**src/rtl/ttpt_pkg.sv**
```systemverilog
package ttpt_pkg;

    localparam int INTERVAL_W = 22;
    localparam int FREQ_W     = 17;
    localparam int COUNT_W    = 23;
    localparam int PEND_W     = 24;
    localparam int SHIFT_W    = 21;
    localparam int REQ_W      = 2;
    localparam int EV_W       = 2;

    localparam int IN_DATA_W  = 24;
    localparam int OUT_DATA_W = 8;

    localparam int CFG_IDX_W  = 2;
    localparam int CFG_DATA_W = 22;

    localparam int TICKS_PER_US_DEF = 5;

    localparam logic [INTERVAL_W-1:0] INTERVAL_RST = INTERVAL_W'(20000);
    localparam logic [COUNT_W-1:0]    COUNT_MAX    = '1;
    localparam logic signed [PEND_W-1:0] PEND_MAX  = {1'b0, {(PEND_W-1){1'b1}}};
    localparam logic signed [PEND_W-1:0] PEND_MIN  = {1'b1, {(PEND_W-1){1'b0}}};

    localparam logic [CFG_IDX_W-1:0] CFG_INTERVAL = 2'd0;
    localparam logic [CFG_IDX_W-1:0] CFG_FREQ     = 2'd1;
    localparam logic [CFG_IDX_W-1:0] CFG_MODE     = 2'd2;

    typedef enum logic [REQ_W-1:0] {
        REQ_TICK   = 2'd0,
        REQ_SHIFT  = 2'd1,
        REQ_STOP   = 2'd2,
        REQ_RESUME = 2'd3
    } req_t;

    typedef enum logic [EV_W-1:0] {
        EV_NONE = 2'd0,
        EV_TICK = 2'd1,
        EV_TOCK = 2'd2
    } event_t;

endpackage

```
**src/rtl/ttpt_shift_scale.sv**
```systemverilog
module ttpt_shift_scale #(
    parameter int TICKS_PER_US = ttpt_pkg::TICKS_PER_US_DEF
) (
    input  logic [ttpt_pkg::INTERVAL_W-1:0]    interval_ticks,
    input  logic signed [ttpt_pkg::SHIFT_W-1:0] shift_value,
    output logic signed [ttpt_pkg::PEND_W-1:0]  shift_ticks
);
    import ttpt_pkg::*;

    localparam int LIM_W  = INTERVAL_W - 2;
    localparam int CLMP_W = SHIFT_W + 1;
    localparam int TPU_W  = $clog2(TICKS_PER_US + 1);
    localparam int PROD_W = CLMP_W + TPU_W + 1;

    localparam logic signed [PROD_W-1:0] SAT_HI = PROD_W'(PEND_MAX);
    localparam logic signed [PROD_W-1:0] SAT_LO = PROD_W'(PEND_MIN);
    localparam logic signed [PROD_W-1:0] SCALE  =
        $signed(PROD_W'({1'b0, TPU_W'(TICKS_PER_US)}));

    logic signed [CLMP_W-1:0] shift_ext;
    logic signed [CLMP_W-1:0] lim_pos;
    logic signed [CLMP_W-1:0] lim_neg;
    logic signed [CLMP_W-1:0] shift_clamped;
    logic signed [PROD_W-1:0] product;

    // Limit is a quarter of the interval tick count, applied to the shift in microseconds
    assign lim_pos   = $signed(CLMP_W'(interval_ticks[INTERVAL_W-1 -: LIM_W]));
    assign lim_neg   = -lim_pos;
    assign shift_ext = CLMP_W'(shift_value);

    always_comb
    begin
        if (shift_ext > lim_pos)
        begin
            shift_clamped = lim_pos;
        end
        else if (shift_ext < lim_neg)
        begin
            shift_clamped = lim_neg;
        end
        else
        begin
            shift_clamped = shift_ext;
        end
    end

    assign product = PROD_W'(shift_clamped) * SCALE;

    always_comb
    begin
        if (product > SAT_HI)
        begin
            shift_ticks = PEND_MAX;
        end
        else if (product < SAT_LO)
        begin
            shift_ticks = PEND_MIN;
        end
        else
        begin
            shift_ticks = product[PEND_W-1:0];
        end
    end

endmodule

```
**src/rtl/tick_tock_phase_timer.sv**
```systemverilog
// Tick/tock phase timer. Each input transaction is one timer tick, a phase shift
// request, a stop or a resume, and produces exactly one result transaction carrying
// the event raised (none, tick or tock) and whether the timer is running. The block
// takes one transaction per clock cycle while the downstream takes results; the input
// register captures a transaction when it is accepted and the result register loads
// its result when the transaction advances. The whole update of countdown, phase and
// pending shift is done combinationally between them. While the result register is
// held by a stalled downstream, the input register still takes one more transaction.
// Configuration writes are always ready and take effect at the next reload or phase
// shift request; write them only while idle.
module tick_tock_phase_timer #(
    parameter int TICKS_PER_US = ttpt_pkg::TICKS_PER_US_DEF
) (
    input  logic clk,
    input  logic rst_n,

    input  logic                               s_axis_tvalid,
    output logic                               s_axis_tready,
    // [20:0] shift_value, [23:21] zero
    input  logic [ttpt_pkg::IN_DATA_W-1:0]     s_axis_tdata,
    // [1:0] req_type
    input  logic [ttpt_pkg::REQ_W-1:0]         s_axis_tuser,

    output logic                               m_axis_tvalid,
    input  logic                               m_axis_tready,
    // [1:0] event_res, [2] active, [7:3] zero
    output logic [ttpt_pkg::OUT_DATA_W-1:0]    m_axis_tdata,

    input  logic                               cfg_valid,
    output logic                               cfg_ready,
    input  logic [ttpt_pkg::CFG_IDX_W-1:0]     cfg_index,
    input  logic [ttpt_pkg::CFG_DATA_W-1:0]    cfg_data
);
    import ttpt_pkg::*;

    localparam int SUM_W = PEND_W + 2;
    localparam logic signed [SUM_W-1:0] SUM_CNT_MAX = $signed(SUM_W'(COUNT_MAX));

    // configuration
    logic [INTERVAL_W-1:0]    interval_reg;
    logic signed [FREQ_W-1:0] freq_offset_reg;
    logic                     tx_mode_reg;

    // input stage
    logic                     in_valid_reg;
    req_t                     req_reg;
    logic signed [SHIFT_W-1:0] shift_reg;

    // timer state
    logic                     run_reg,       run_next;
    logic                     phase_reg,     phase_next;
    logic [COUNT_W-1:0]       count_reg,     count_next;
    logic signed [PEND_W-1:0] pend_reg,      pend_next;

    // result stage
    logic                     out_valid_reg;
    event_t                   event_reg,     event_next;
    logic                     active_reg;

    logic                     advance;
    logic signed [PEND_W-1:0] shift_ticks;
    logic signed [SUM_W-1:0]  period_base;
    logic signed [SUM_W-1:0]  pend_term;
    logic signed [SUM_W-1:0]  period_sum;
    logic [COUNT_W-1:0]       period_load;
    logic [COUNT_W-1:0]       interval_load;

    assign advance       = in_valid_reg && (!out_valid_reg || m_axis_tready);
    assign s_axis_tready = !in_valid_reg || !out_valid_reg || m_axis_tready;
    assign cfg_ready     = 1'b1;

    assign m_axis_tvalid = out_valid_reg;
    assign m_axis_tdata  = OUT_DATA_W'({active_reg, event_reg});

    ttpt_shift_scale #(
        .TICKS_PER_US (TICKS_PER_US)
    ) u_shift_scale (
        .interval_ticks (interval_reg),
        .shift_value    (shift_reg),
        .shift_ticks    (shift_ticks)
    );

    // Half interval plus offset, plus the pending shift ahead of a tick
    assign period_base = $signed(SUM_W'({1'b0, interval_reg[INTERVAL_W-1:1]}))
                         + SUM_W'(freq_offset_reg);
    assign pend_term   = phase_reg ? '0 : SUM_W'(pend_reg);
    assign period_sum  = period_base + pend_term;

    always_comb
    begin
        if (period_sum <= 0)
        begin
            period_load = COUNT_W'(1);
        end
        else if (period_sum > SUM_CNT_MAX)
        begin
            period_load = COUNT_MAX;
        end
        else
        begin
            period_load = period_sum[COUNT_W-1:0];
        end
    end

    assign interval_load = (interval_reg == '0) ? COUNT_W'(1) : COUNT_W'(interval_reg);

    always_comb
    begin
        run_next   = run_reg;
        phase_next = phase_reg;
        count_next = count_reg;
        pend_next  = pend_reg;
        event_next = EV_NONE;

        unique case (req_reg)
            REQ_TICK:
            begin
                if (run_reg)
                begin
                    if (count_reg <= COUNT_W'(1))
                    begin
                        if (tx_mode_reg)
                        begin
                            count_next = interval_load;
                            event_next = EV_TOCK;
                        end
                        else
                        begin
                            count_next = period_load;
                            phase_next = !phase_reg;
                            if (phase_reg)
                            begin
                                event_next = EV_TICK;
                            end
                            else
                            begin
                                event_next = EV_TOCK;
                                pend_next  = '0;
                            end
                        end
                    end
                    else
                    begin
                        count_next = count_reg - COUNT_W'(1);
                    end
                end
            end
            REQ_SHIFT:
            begin
                pend_next = shift_ticks;
            end
            REQ_STOP:
            begin
                run_next = 1'b0;
            end
            REQ_RESUME:
            begin
                if (!run_reg)
                begin
                    run_next = 1'b1;
                    if (tx_mode_reg)
                    begin
                        count_next = interval_load;
                    end
                    else
                    begin
                        phase_next = 1'b0;
                        count_next = COUNT_W'(1);
                    end
                end
            end
            default:
            begin
                run_next = run_reg;
            end
        endcase
    end

    always_ff @(posedge clk or negedge rst_n)
    begin
        if (!rst_n)
        begin
            interval_reg    <= INTERVAL_RST;
            freq_offset_reg <= '0;
            tx_mode_reg     <= 1'b0;
        end
        else if (cfg_valid && cfg_ready)
        begin
            unique case (cfg_index)
                CFG_INTERVAL: interval_reg    <= cfg_data[INTERVAL_W-1:0];
                CFG_FREQ:     freq_offset_reg <= $signed(cfg_data[FREQ_W-1:0]);
                CFG_MODE:     tx_mode_reg     <= cfg_data[0];
                default:      tx_mode_reg     <= tx_mode_reg;
            endcase
        end
    end

    always_ff @(posedge clk or negedge rst_n)
    begin
        if (!rst_n)
        begin
            in_valid_reg  <= 1'b0;
            out_valid_reg <= 1'b0;
            run_reg       <= 1'b0;
            phase_reg     <= 1'b0;
            count_reg     <= COUNT_W'(INTERVAL_RST);
            pend_reg      <= '0;
        end
        else
        begin
            if (s_axis_tvalid && s_axis_tready)
            begin
                in_valid_reg <= 1'b1;
            end
            else if (advance)
            begin
                in_valid_reg <= 1'b0;
            end

            if (advance)
            begin
                out_valid_reg <= 1'b1;
                run_reg       <= run_next;
                phase_reg     <= phase_next;
                count_reg     <= count_next;
                pend_reg      <= pend_next;
            end
            else if (m_axis_tready)
            begin
                out_valid_reg <= 1'b0;
            end
        end
    end

    // payload registers
    always_ff @(posedge clk)
    begin
        if (s_axis_tvalid && s_axis_tready)
        begin
            req_reg   <= req_t'(s_axis_tuser);
            shift_reg <= $signed(s_axis_tdata[SHIFT_W-1:0]);
        end
        if (advance)
        begin
            event_reg  <= event_next;
            active_reg <= run_next;
        end
    end

endmodule

```
**config.mk**
```make
export PLATFORM = sky130hd
export DESIGN_NAME = tick_tock_phase_timer
export DESIGN_NICKNAME = d
export VERILOG_FILES = /design/src/rtl/ttpt_pkg.sv /design/src/rtl/ttpt_shift_scale.sv /design/src/rtl/tick_tock_phase_timer.sv
export SDC_FILE = /design/constraint.sdc
export NUM_CORES = 1
export LEC_CHECK = 0
export ABC_AREA = 1
export BUFFER_PORTS_ARGS = -buffer_cell sky130_fd_sc_hd__buf_2
export CAP_MARGIN = 20
export CELL_PAD_IN_SITES_DETAIL_PLACEMENT = 1
export CELL_PAD_IN_SITES_GLOBAL_PLACEMENT = 1
export CORE_UTILIZATION = 41
export DETAILED_ROUTE_END_ITERATION = 8
export GPL_TIMING_DRIVEN = 0
export PLACE_DENSITY_LB_ADDON = 0.15
export RECOVER_POWER = 100
export SLEW_MARGIN = 5
export SYNTH_ARGS = -nofsm -noshare
export SYNTH_HDL_FRONTEND = slang
export SYNTH_HIERARCHICAL = 1
export SYNTH_SLANG_ARGS = --single-unit
```
**constraint.sdc**
```tcl
create_clock -name clk -period 5.9 [get_ports clk]
set_input_delay 1.18 -clock clk [delete_from_list [all_inputs] [get_ports clk]]
set_output_delay 1.18 -clock clk [all_outputs]
set_load 0.005 [all_outputs]
```
==> metrics.md, run 1 <==
| Metric | Value |
|---|---|
| Vias | `12.8k` |
| Crit. End Element | `register` |
| Final min period | `6.24 ns` |
| Vias in the first global route | `13.1k` |
| Setup_tns | `-6.40 ns` |
| Yosys warns | `6` |
| Flop2flop setup slack | `-0.34 ns` |
| Peak supply drop | `0.240 mV` |
| RSZ-0062 raised after global routing | `true` |
| Max Cap Viol | `1` |
| Number of fill cells | `3629` |
| Port Buf Inserts | `56` |
| Area contributors post-synth | `dfrtp_1, nand2_1, ha_1, inv_1, edfxtp_1` |
| Synth Instances | `1722` |
| Static Leak | `7.51 nW` |
| Synth async-reset ratio | `0.778` |
| Worst-path clk slew | `0.07 ns` |
| Worst path required time | `6.19 ns` |
| RR Endpoint | `pend_reg[3]$_DFFE_PN0P_` |
| DR WL/cell | `22.3 um` |
| Worst Clk Skew | `0.0180 ns` |
| DRT Pass-1 Iters | `5` |
| Fin cells | `2277` |
| P&R area growth vs syn | `29.0%` |
| Ports | `66` |
| Worst-Skew Late Latency | `0.43 ns` |
| Detailed Route WL | `50800 um` |
| Worst EP arrival | `6.53 ns` |
| Least-Margin Pin Slew | `2.23 ns` |
| Number of remaining DRC errors | `0` |
| Initial antenna violation count | `0` |
| Slew HR | `-0.490` |
| Register area | `3080 um2` |
| Share of cells above drive strength 1 | `0.234` |
| Met1 global-route usage | `0.365` |
| Final hold slack | `0.494 ns` |
| Critical-path top delay cell | `dfrtp_1` |
| Effective utilization at floorplan | `0.420` |
| Grt total ovfl | `0` |
| CP peak stage delay | `0.66 ns` |
| Clock buffer count from CTS | `17` |
| #FFs+latches synth | `117` |
| Largest net degree at the start of global routing | `58` |
| CTS root buf | `clkbuf_16` |
| Number of DRC markers in iteration 0 | `758` |
| Worst flop-to-flop path startpoint | `interval_reg[15]$_DFFE_PN0P_` |
| Status | `finished with violations` |
| Register area share after synthesis | `0.260` |
| Flip-flop count of the largest register after layout | `24` |
| Max Fclk | `160 MHz` |
| GPL Wtd Cong | `0.911` |
| # setup viols final | `23` |
| P per Cell Area | `481 nW/um2` |
| Top-area cell type share of the netlist area | `0.172` |
| Final hold violation count | `0` |
| Failing checks | `max-capacitance violations, max-slew violations, negative setup slack` |
| GRT Total Usage | `0.318` |
| CP Class | `reg2reg` |
| GR Util met2 | `0.579` |
| Final Power | `0.00733 W` |
| Synth area leader | `dfrtp_1` |
| Primary FF master, synth | `dfrtp_1` |
| Routing usage on met3 | `0.0400` |
| Final HPWL DP | `33000 um` |
| Netlist cell types | `56` |
| HP Start | `count_reg[10]$_DFFE_PN1P_` |
| Drt via density | `5.63` |
| Sink Count | `117` |
| CTS max path bufs | `2` |
| First-pass GRT wire length | `71000 um` |
| Reg2Reg Depth | `31` |
| Ratio of final minimum period to clock period | `1.06` |
| GR peak layer | `met2` |
| Fin nets | `2076` |
| CTS H-tree lvls | `4` |
| Final setup margin | `-0.339 ns` |
| Die ar. | `29500 um2` |
| Max Slew Vio Count | `35` |
| Most frequent cell after synthesis | `nand2_1` |
| CTS tree | `built` |
| Antenna Nets Post-Route | `0` |
| Hold Path Cell Cnt | `2` |
| FP Rows | `61` |
| Crit path max fanout | `8` |
| Die Y | `172 um` |
| Post-Syn Area per Cell | `6.86 um2` |
| Placed instance count | `2162` |
| Die W | `172 um` |
| Antenna Cells | `0` |
| Multi-input gate area | `8860 um2` |
| Hold worst-path end | `count_reg[10]$_DFFE_PN1P_` |
| Hold Path Class | `reg2reg` |
| Post-synth EDFFs | `26` |
| Worst setup SP type | `register` |
| Core area | `28100 um2` |
| Most used cell, CP | `nand2_4` |
| Mapped Area | `11800 um2` |
| Most frequent cells after synthesis | `nand2_1, inv_1, nor2_1, ha_1, a21oi_1` |
==> how the worst max path moves through the flow <==
stage / startpoint / cells past startpoint / endpoint / slack [ns]
6_report: interval_reg[15]$_DFFE_PN0P_ / 31 / pend_reg[3]$_DFFE_PN0P_ / -0.34
4_1_cts: interval_reg[3]$_DFFE_PN0P_ / 36 / pend_reg[10]$_DFFE_PN0P_ / 0.003
5_1_grt: interval_reg[15]$_DFFE_PN0P_ / 33 / pend_reg[5]$_DFFE_PN0P_ / -0.43
3_5_place_dp: interval_reg[3]$_DFFE_PN0P_ / 34 / pend_reg[22]$_DFFE_PN0P_ / -1.57
2_1_floorplan: interval_reg[3]$_DFFE_PN0P_ / 34 / pend_reg[10]$_DFFE_PN0P_ / 0.18
3_3_place_gp: interval_reg[3]$_DFFE_PN0P_ / 34 / pend_reg[12]$_DFFE_PN0P_ / -1.38
==> repair_timing <==
item,in CTS,in global routing
pin swaps,26,78
cloned,4,3
endpoints found under the setup margin,24,24
gates resized for setup,110,194
hold buffers,0,0
setup buffers,35,41
==> report_power, final <==
part	internal, W	switching [W]
Clock	0.000653	0.000427
Combinational	0.00187	0.00307
Sequential	0.00105	0.000264
Total	0.00357	0.00376
==> cell usage in the layout, fill, tap and decap left out, types with 36 or more instances in the layout <==
| cell type | instances |
|---|---|
| a21oi_1 | 86 |
| buf_2 | 52 |
| buf_4 | 76 |
| clkbuf_1 | 36 |
| dfrtp_1 | 74 |
| ha_1 | 80 |
| inv_1 | 214 |
| nand2_1 | 487 |
| nand2_2 | 49 |
| nand3_1 | 85 |
| nor2_1 | 128 |
| o21ai_0 | 72 |
==> metrics by stage <==
step,area [um2],worst slack [ns],util
global route,15200,-0.431,0.542
finish,15200,-0.339,0.542
global placement,12600,-1.38,0.448
detailed placement,12600,-1.57,0.449
floorplan,11800,0.179,-
CTS,14100,0.00333,0.503
==> cell type report <==
| class | instances | share of cell area |
|---|---|---|
| Inverter | 230 | 0.0581 |
| Clock buffer | 22 | 0.0333 |
| Sequential cell | 117 | 0.202 |
| Timing Repair inverter | 1 | 0.000739 |
| Tap cell | 378 | 0.0311 |
| Buffer | 48 | 0.0191 |
| Clock inverter | 10 | 0.00592 |
| Multi-Input combinational cell | 1332 | 0.582 |
| Timing Repair Buffer | 139 | 0.0677 |
==> cell families (layout without fill, tap and decap cells) <==
family | count (synthesis) | count (layout) | share of synthesized area
buffers and inverters | 278 | 450 | 0.0962
AND/OR/NAND/NOR | 880 | 881 | 0.325
other | 2 | 6 | 0.000636
adder cells (fa/ha/maj) | 135 | 135 | 0.158
XOR/XNOR | 53 | 53 | 0.0393
flip-flops | 117 | 117 | 0.260
AO/OA/AOI/OAI | 256 | 256 | 0.120
multiplexers | 1 | 1 | 0.000954
==> critical path, delay by kind of cell, from the launching register on <==
| kind | cells | cell delay, ns |
|---|---|---|
| xor+xnor | 1 | 0.33 |
| buf+inv | 4 | 0.57 |
| simple gates | 19 | 2.71 |
| compound gates | 4 | 0.79 |
| fa+ha+maj | 3 | 1.03 |
| flops | 1 | 0.66 |
==> metal layers <==
layer,share of wire,wire (um)
met5,0,0
met4,0.068,3480
met3,0.044,2240
met2,0.51,25800
met1,0.38,19300
Power figures use the tool's default switching activity.
==> inputs of run 2 (changes only) <==
Settings changed: CORE_UTILIZATION 41 to 28.
==> run 2 against run 1 <==
The flow finishes with violations (max-capacitance violations, max-slew violations). Worst setup slack gained 0.38 ns. Register-to-register slack gained 0.38 ns. Clock skew shrank 0.0027 ns. Wire length shrank 10%. Flip-flop and latch count is the same. Clock power is essentially flat. Final area shrank 1.2%. Sequential power is essentially flat. Die area grew 46%. Critical endpoint is now pend_reg[12]$_DFFE_PN0P_. Largest power group unchanged.
==> metrics.md, run 2 (synthesis results as in run 1) <==
| Metric | Value |
|---|---|
| Largest net degree at the start of global routing | `48` |
| Worst setup SP type | `register` |
| Worst path required time | `6.21 ns` |
| Vias in the first global route | `12.1k` |
| Port Buf Inserts | `56` |
| Final Instance Area | `15100 um2` |
| Antenna Cells | `0` |
| Die Y | `207 um` |
| Commonest non-fill, non-tap cells in the layout | `nand2_1, inv_1, nor2_1` |
| Ratio of final minimum period to clock period | `0.994` |
| Crit. End Element | `register` |
| Number of remaining DRC errors | `0` |
| Ports | `66` |
| DRT Pass-1 Iters | `4` |
| Failing checks | `max-capacitance violations, max-slew violations` |
| Final hold violation count | `0` |
| Fin cells | `2408` |
| P per Cell Area | `460 nW/um2` |
| CTS max path bufs | `2` |
| Die W | `207 um` |
| Final min period | `5.86 ns` |
| Routing usage on met3 | `0.0289` |
| Status | `finished with violations` |
| GR peak layer | `met2` |
| Max Fclk | `171 MHz` |
| Commonest non-fill, non-tap cell in the layout | `nand2_1` |
| Max Slew Vio Count | `94` |
| Share of cells above drive strength 1 | `0.206` |
| Worst Clk Skew | `0.0153 ns` |
| FP Rows | `74` |
| First-pass GRT wire length | `68700 um` |
| Placed inst area | `12800 um2` |
| Final HPWL DP | `35500 um` |
| Fin nets | `2053` |
| GPL Wtd Cong | `0.820` |
| Hold buffer count at cts | `0` |
| GRT Total Usage | `0.208` |
| Hold Path Class | `reg2reg` |
| Worst EP arrival | `6.18 ns` |
| Core area | `41200 um2` |
| Die ar. | `43000 um2` |
| P&R area growth vs syn | `27.5%` |
| Grt total ovfl | `0` |
| Worst-Skew Late Latency | `0.45 ns` |
| RSZ-0062 raised after global routing | `true` |
| GR Util met2 | `0.369` |
| Critical-path top delay cell | `dfrtp_2` |
| Final hold slack | `0.482 ns` |
| Placed instance count | `2316` |
| Peak supply drop | `0.210 mV` |
| Clock buffer count from CTS | `17` |
| CP peak stage delay | `0.44 ns` |
| Worst-path clk slew | `0.07 ns` |
| CTS root buf | `clkbuf_16` |
| Drt via density | `4.89` |
| # setup viols final | `0` |
| DR WL/cell | `19.0 um` |
| CTS tree | `built` |
| Initial antenna violation count | `0` |
| Most used cell, CP | `nand2_2` |
| Least-Margin Pin Slew | `2.80 ns` |
| Max Cap Viol | `2` |
| Vias | `11.8k` |
| Static Leak | `7.34 nW` |
| Sink Count | `117` |
| Flip-flop count of the largest register after layout | `24` |
| CP Class | `reg2reg` |
| Crit path max fanout | `10` |
| CTS H-tree lvls | `4` |
| Number of DRC markers in iteration 0 | `553` |
| Antenna Nets Post-Route | `0` |
| Effective utilization at floorplan | `0.287` |
| Met1 global-route usage | `0.257` |
| Slew HR | `-0.866` |
| Detailed Route WL | `45700 um` |
## run 2: cell count changes in the layout (fill, tap and decap cells not counted), moves of 5 or more
cell     change
a21oi_4      -5
a21oi_2      +5
nand2_2     -16
nand3_1      +6
o21ai_2     -10
buf_4       -23
o21ai_0     +15
o21ai_1      -5
nand3_2      -7
nand2_1     +22
ha_4         +5
nand2_4      -6
## run 2: worst max-delay path: cells and delay by family, from the launching register on
kind / cells / cell delay (ns)
AND/OR/NAND/NOR: 20 / 2.49
XOR/XNOR: 1 / 0.19
flip-flops: 1 / 0.44
buffers and inverters: 5 / 0.75
AO/OA/AOI/OAI: 7 / 1.02
adder cells (fa/ha/maj): 3 / 0.82
## run 2: final timing paths
kind,cells after the start,endpoint,slack [ns],startpoint
max,36,pend_reg[12]$_DFFE_PN0P_,0.04,interval_reg[2]$_DFFE_PN0P_
min reg2reg,2,m_axis_tvalid$_DFFE_PN0P_,0.48,in_valid_reg$_DFFE_PN0P_
min,2,m_axis_tvalid$_DFFE_PN0P_,0.48,in_valid_reg$_DFFE_PN0P_
max reg2reg,36,pend_reg[12]$_DFFE_PN0P_,0.04,interval_reg[2]$_DFFE_PN0P_
max in group asynchronous,2,interval_reg[7]$_DFFE_PN0P_,0.89,rst_n
min in group asynchronous,1,freq_offset_reg[14]$_DFFE_PN0P_,1.63,rst_n
## run 2: layout make-up
class	count	area [um2]
fill	5077	26100
tap	532	666
clock inverter	14	151
multi-input combinational	1332	8740
inverter	230	878
timing repair buffer	116	815
sequential	117	3080
timing repair inverter	1	11.3
buffer	48	288
clock buffer	18	429
## run 2: what timing repair did
item                       CTS  global route
gates resized for setup    114           126
setup endpoints to repair   24            24
pin swaps                   23            63
setup buffers               18            36
gates cloned                 3             3
## run 2: power by group
group	total (W)	internal (W)	switching [W]	leakage, nW
Sequential	0.00130	0.00105	0.000257	1.36
Combinational	0.00456	0.00174	0.00282	5.70
Clock	0.00106	0.000624	0.000434	0.278
## run 2: metal layers
| layer | up-vias | share of wire |
|---|---|---|
| met3 | 57 | 0.024 |
| met1 | 5747 | 0.43 |
| met2 | 125 | 0.51 |
| met5 | - | 0 |
| li1 | 5848 | - |
| met4 | 0 | 0.029 |
## run 2: stage by stage
stage	total power (W)	worst slack, ns	utilization	setup TNS [ns]
2_1_floorplan	0.00401	0.179	-	0
3_3_place_gp	0.00511	-1.42	0.310	-31.84
3_5_place_dp	0.00517	-1.56	0.311	-34.64
4_1_cts	0.00658	0.0118	0.344	0
5_1_grt	0.00754	-0.252	0.365	-5.51
6_report	0.00692	0.0373	0.365	0
==> inputs of run 3 (changes only) <==
Settings changed: RECOVER_POWER 100 to not set.
==> run 3 against run 2 <==
The flow now finishes without violations. Combinational power about the same. First-iteration DRC count is 4.3% lower. Die area stayed put. Critical path type unchanged. Largest power group unchanged.
==> metrics.md, run 3 (synthesis results as in run 1) <==
| Metric | Value |
|---|---|
| Initial antenna violation count | `0` |
| Effective utilization at floorplan | `0.287` |
| Die W | `207 um` |
| P&R area growth vs syn | `28.0%` |
| Final Instance Area | `15100 um2` |
| Worst path required time | `6.22 ns` |
| Static Leak | `7.36 nW` |
| CTS H-tree lvls | `4` |
| Util after Layout | `0.367` |
| Ports | `66` |
| Multi-input gate area | `8760 um2` |
| Antenna Cells | `0` |
| Largest net degree at the start of global routing | `48` |
| Hold buffer count at cts | `0` |
| Worst setup SP type | `register` |
| Grt total ovfl | `0` |
| # setup viols final | `0` |
| Sink Count | `117` |
| Combinational share of power | `0.660` |
| Detailed Route WL | `45700 um` |
| RSZ-0062 raised after global routing | `true` |
| Final hold slack | `0.482 ns` |
| Die ar. | `43000 um2` |
| Status | `finished clean` |
| First-pass GRT wire length | `68700 um` |
| Final hold violation count | `0` |
| Peak supply drop | `0.209 mV` |
| Worst flop-to-flop path startpoint | `interval_reg[2]$_DFFE_PN0P_` |
| DRT Pass-1 Iters | `4` |
| Switching part of the total | `0.507` |
| Port Buf Inserts | `56` |
| Core area | `41200 um2` |
| Vias | `11.8k` |
| Worst-Skew Late Latency | `0.45 ns` |
| Final HPWL DP | `35500 um` |
| Net Switching | `0.00352 W` |
| Die Y | `207 um` |
| Reg2Reg Depth | `35` |
| Critical Path Start | `interval_reg[2]$_DFFE_PN0P_` |
| Flip-flop count of the largest register after layout | `24` |
| CTS root buf | `clkbuf_16` |
| CP peak stage delay | `0.44 ns` |
| CTS tree | `built` |
| Reg power frac | `0.188` |
| GPL Wtd Cong | `0.820` |
| Worst-path clk slew | `0.07 ns` |
| Final Power | `0.00695 W` |
| RR Endpoint | `pend_reg[12]$_DFFE_PN0P_` |
| P per Cell Area | `460 nW/um2` |
| Critical-path top delay cell | `dfrtp_2` |
| Ratio of final minimum period to clock period | `0.991` |
| Commonest non-fill, non-tap cell in the layout | `nand2_1` |
| Drt via density | `4.89` |
| CP Class | `reg2reg` |
| Placed instance count | `2316` |
| Number of DRC markers in iteration 0 | `529` |
| Worst EP arrival | `6.16 ns` |
| Final min period | `5.85 ns` |
| Vias in the first global route | `12.1k` |
| Number of fill cells | `5068` |
| Least-Margin Pin Slew | `0.734 ns` |
| DR WL/cell | `19.0 um` |
| Commonest non-fill, non-tap cells in the layout | `nand2_1, inv_1, nor2_1` |
| CTS max path bufs | `2` |
| Fin nets | `2053` |
| Placed inst area | `12800 um2` |
| Most used cell, CP | `nand2_2` |
| Number of remaining DRC errors | `0` |
| Crit path max fanout | `10` |
| Max Cap Viol | `0` |
| Max Fclk | `171 MHz` |
| Worst Clk Skew | `0.0159 ns` |
| Clock buffer count from CTS | `17` |
| FP Rows | `74` |
| Clock power share | `0.152` |
| Flop2flop setup slack | `0.05 ns` |
| Max Slew Vio Count | `0` |
| P_int | `0.00342 W` |
| GRT Total Usage | `0.208` |
| Crit. End Element | `register` |
| Fin cells | `2408` |
| Share of cells above drive strength 1 | `0.211` |
| Last element of the critical path | `pend_reg[12]$_DFFE_PN0P_` |
| Slew HR | `0.511` |
| Register area | `3080 um2` |
| Hold Path Class | `reg2reg` |
| Antenna Nets Post-Route | `0` |
[run 3: stage by stage]
step,setup WS [ns],TNS [ns]
finish,0.0521,0
global route,-0.252,-5.29
CTS,0.0118,0
detailed placement,-1.56,-34.64
global placement,-1.42,-31.84
floorplan,0.179,0
[run 3: how the worst min path moves through the flow]
stage | start | cells after the start | to | slack, ns
after global routing | count_reg[5]$_DFFE_PN1P_ | 2 | count_reg[5]$_DFFE_PN1P_ | 0.51
final | in_valid_reg$_DFFE_PN0P_ | 2 | m_axis_tvalid$_DFFE_PN0P_ | 0.48
after detailed placement | in_valid_reg$_DFFE_PN0P_ | 2 | m_axis_tvalid$_DFFE_PN0P_ | 0.47
after global placement | in_valid_reg$_DFFE_PN0P_ | 2 | m_axis_tvalid$_DFFE_PN0P_ | 0.46
after CTS | in_valid_reg$_DFFE_PN0P_ | 2 | m_axis_tvalid$_DFFE_PN0P_ | 0.49
after floorplan | in_valid_reg$_DFFE_PN0P_ | 2 | m_axis_tvalid$_DFFE_PN0P_ | 0.45
[run 3: what timing repair did]
item | in CTS | in global routing
setup endpoints to repair | 24 | 24
gates cloned | 3 | 3
buffers inserted | 18 | 36
pin swaps | 23 | 63
resized for setup | 114 | 126
[run 3: power by group through the flow]
stage / Clock (W) / Combinational (W) / Sequential (W)
after global placement: 0 / 0.00379 / 0.00131
after floorplan: 0 / 0.00280 / 0.00121
after detailed placement: 0 / 0.00384 / 0.00132
after CTS: 0.00109 / 0.00419 / 0.00130
after global routing: 0.00112 / 0.00512 / 0.00133
final: 0.00106 / 0.00459 / 0.00130
[run 3: critical path, delay by kind of cell (launching register included)]
family	cells	cell delay, ns
buffers and inverters	5	0.75
adder cells (fa/ha/maj)	3	0.84
flip-flops	1	0.44
AND/OR/NAND/NOR	19	2.48
XOR/XNOR	1	0.19
AO/OA/AOI/OAI	7	0.99
[run 3: per-layer routing]
layer / part of all wire / GRT usage / up-vias
met5: 0 / 0 / -
met4: 0.028 / 0.0659 / 0
met3: 0.026 / 0.0289 / 56
met2: 0.51 / 0.369 / 131
met1: 0.43 / 0.257 / 5744
li1: - / - / 5849
[run 3: layout make-up]
cell class / count / area share
clock buffers: 18 / 0.0284
inverters: 230 / 0.0581
plain buffers: 48 / 0.0193
flip-flops and latches: 117 / 0.204
multi-input cells: 1332 / 0.580
repair buffers: 116 / 0.0560
well taps: 532 / 0.0440
clock inverters: 14 / 0.0100
repair inverters: 1 / 0.000745
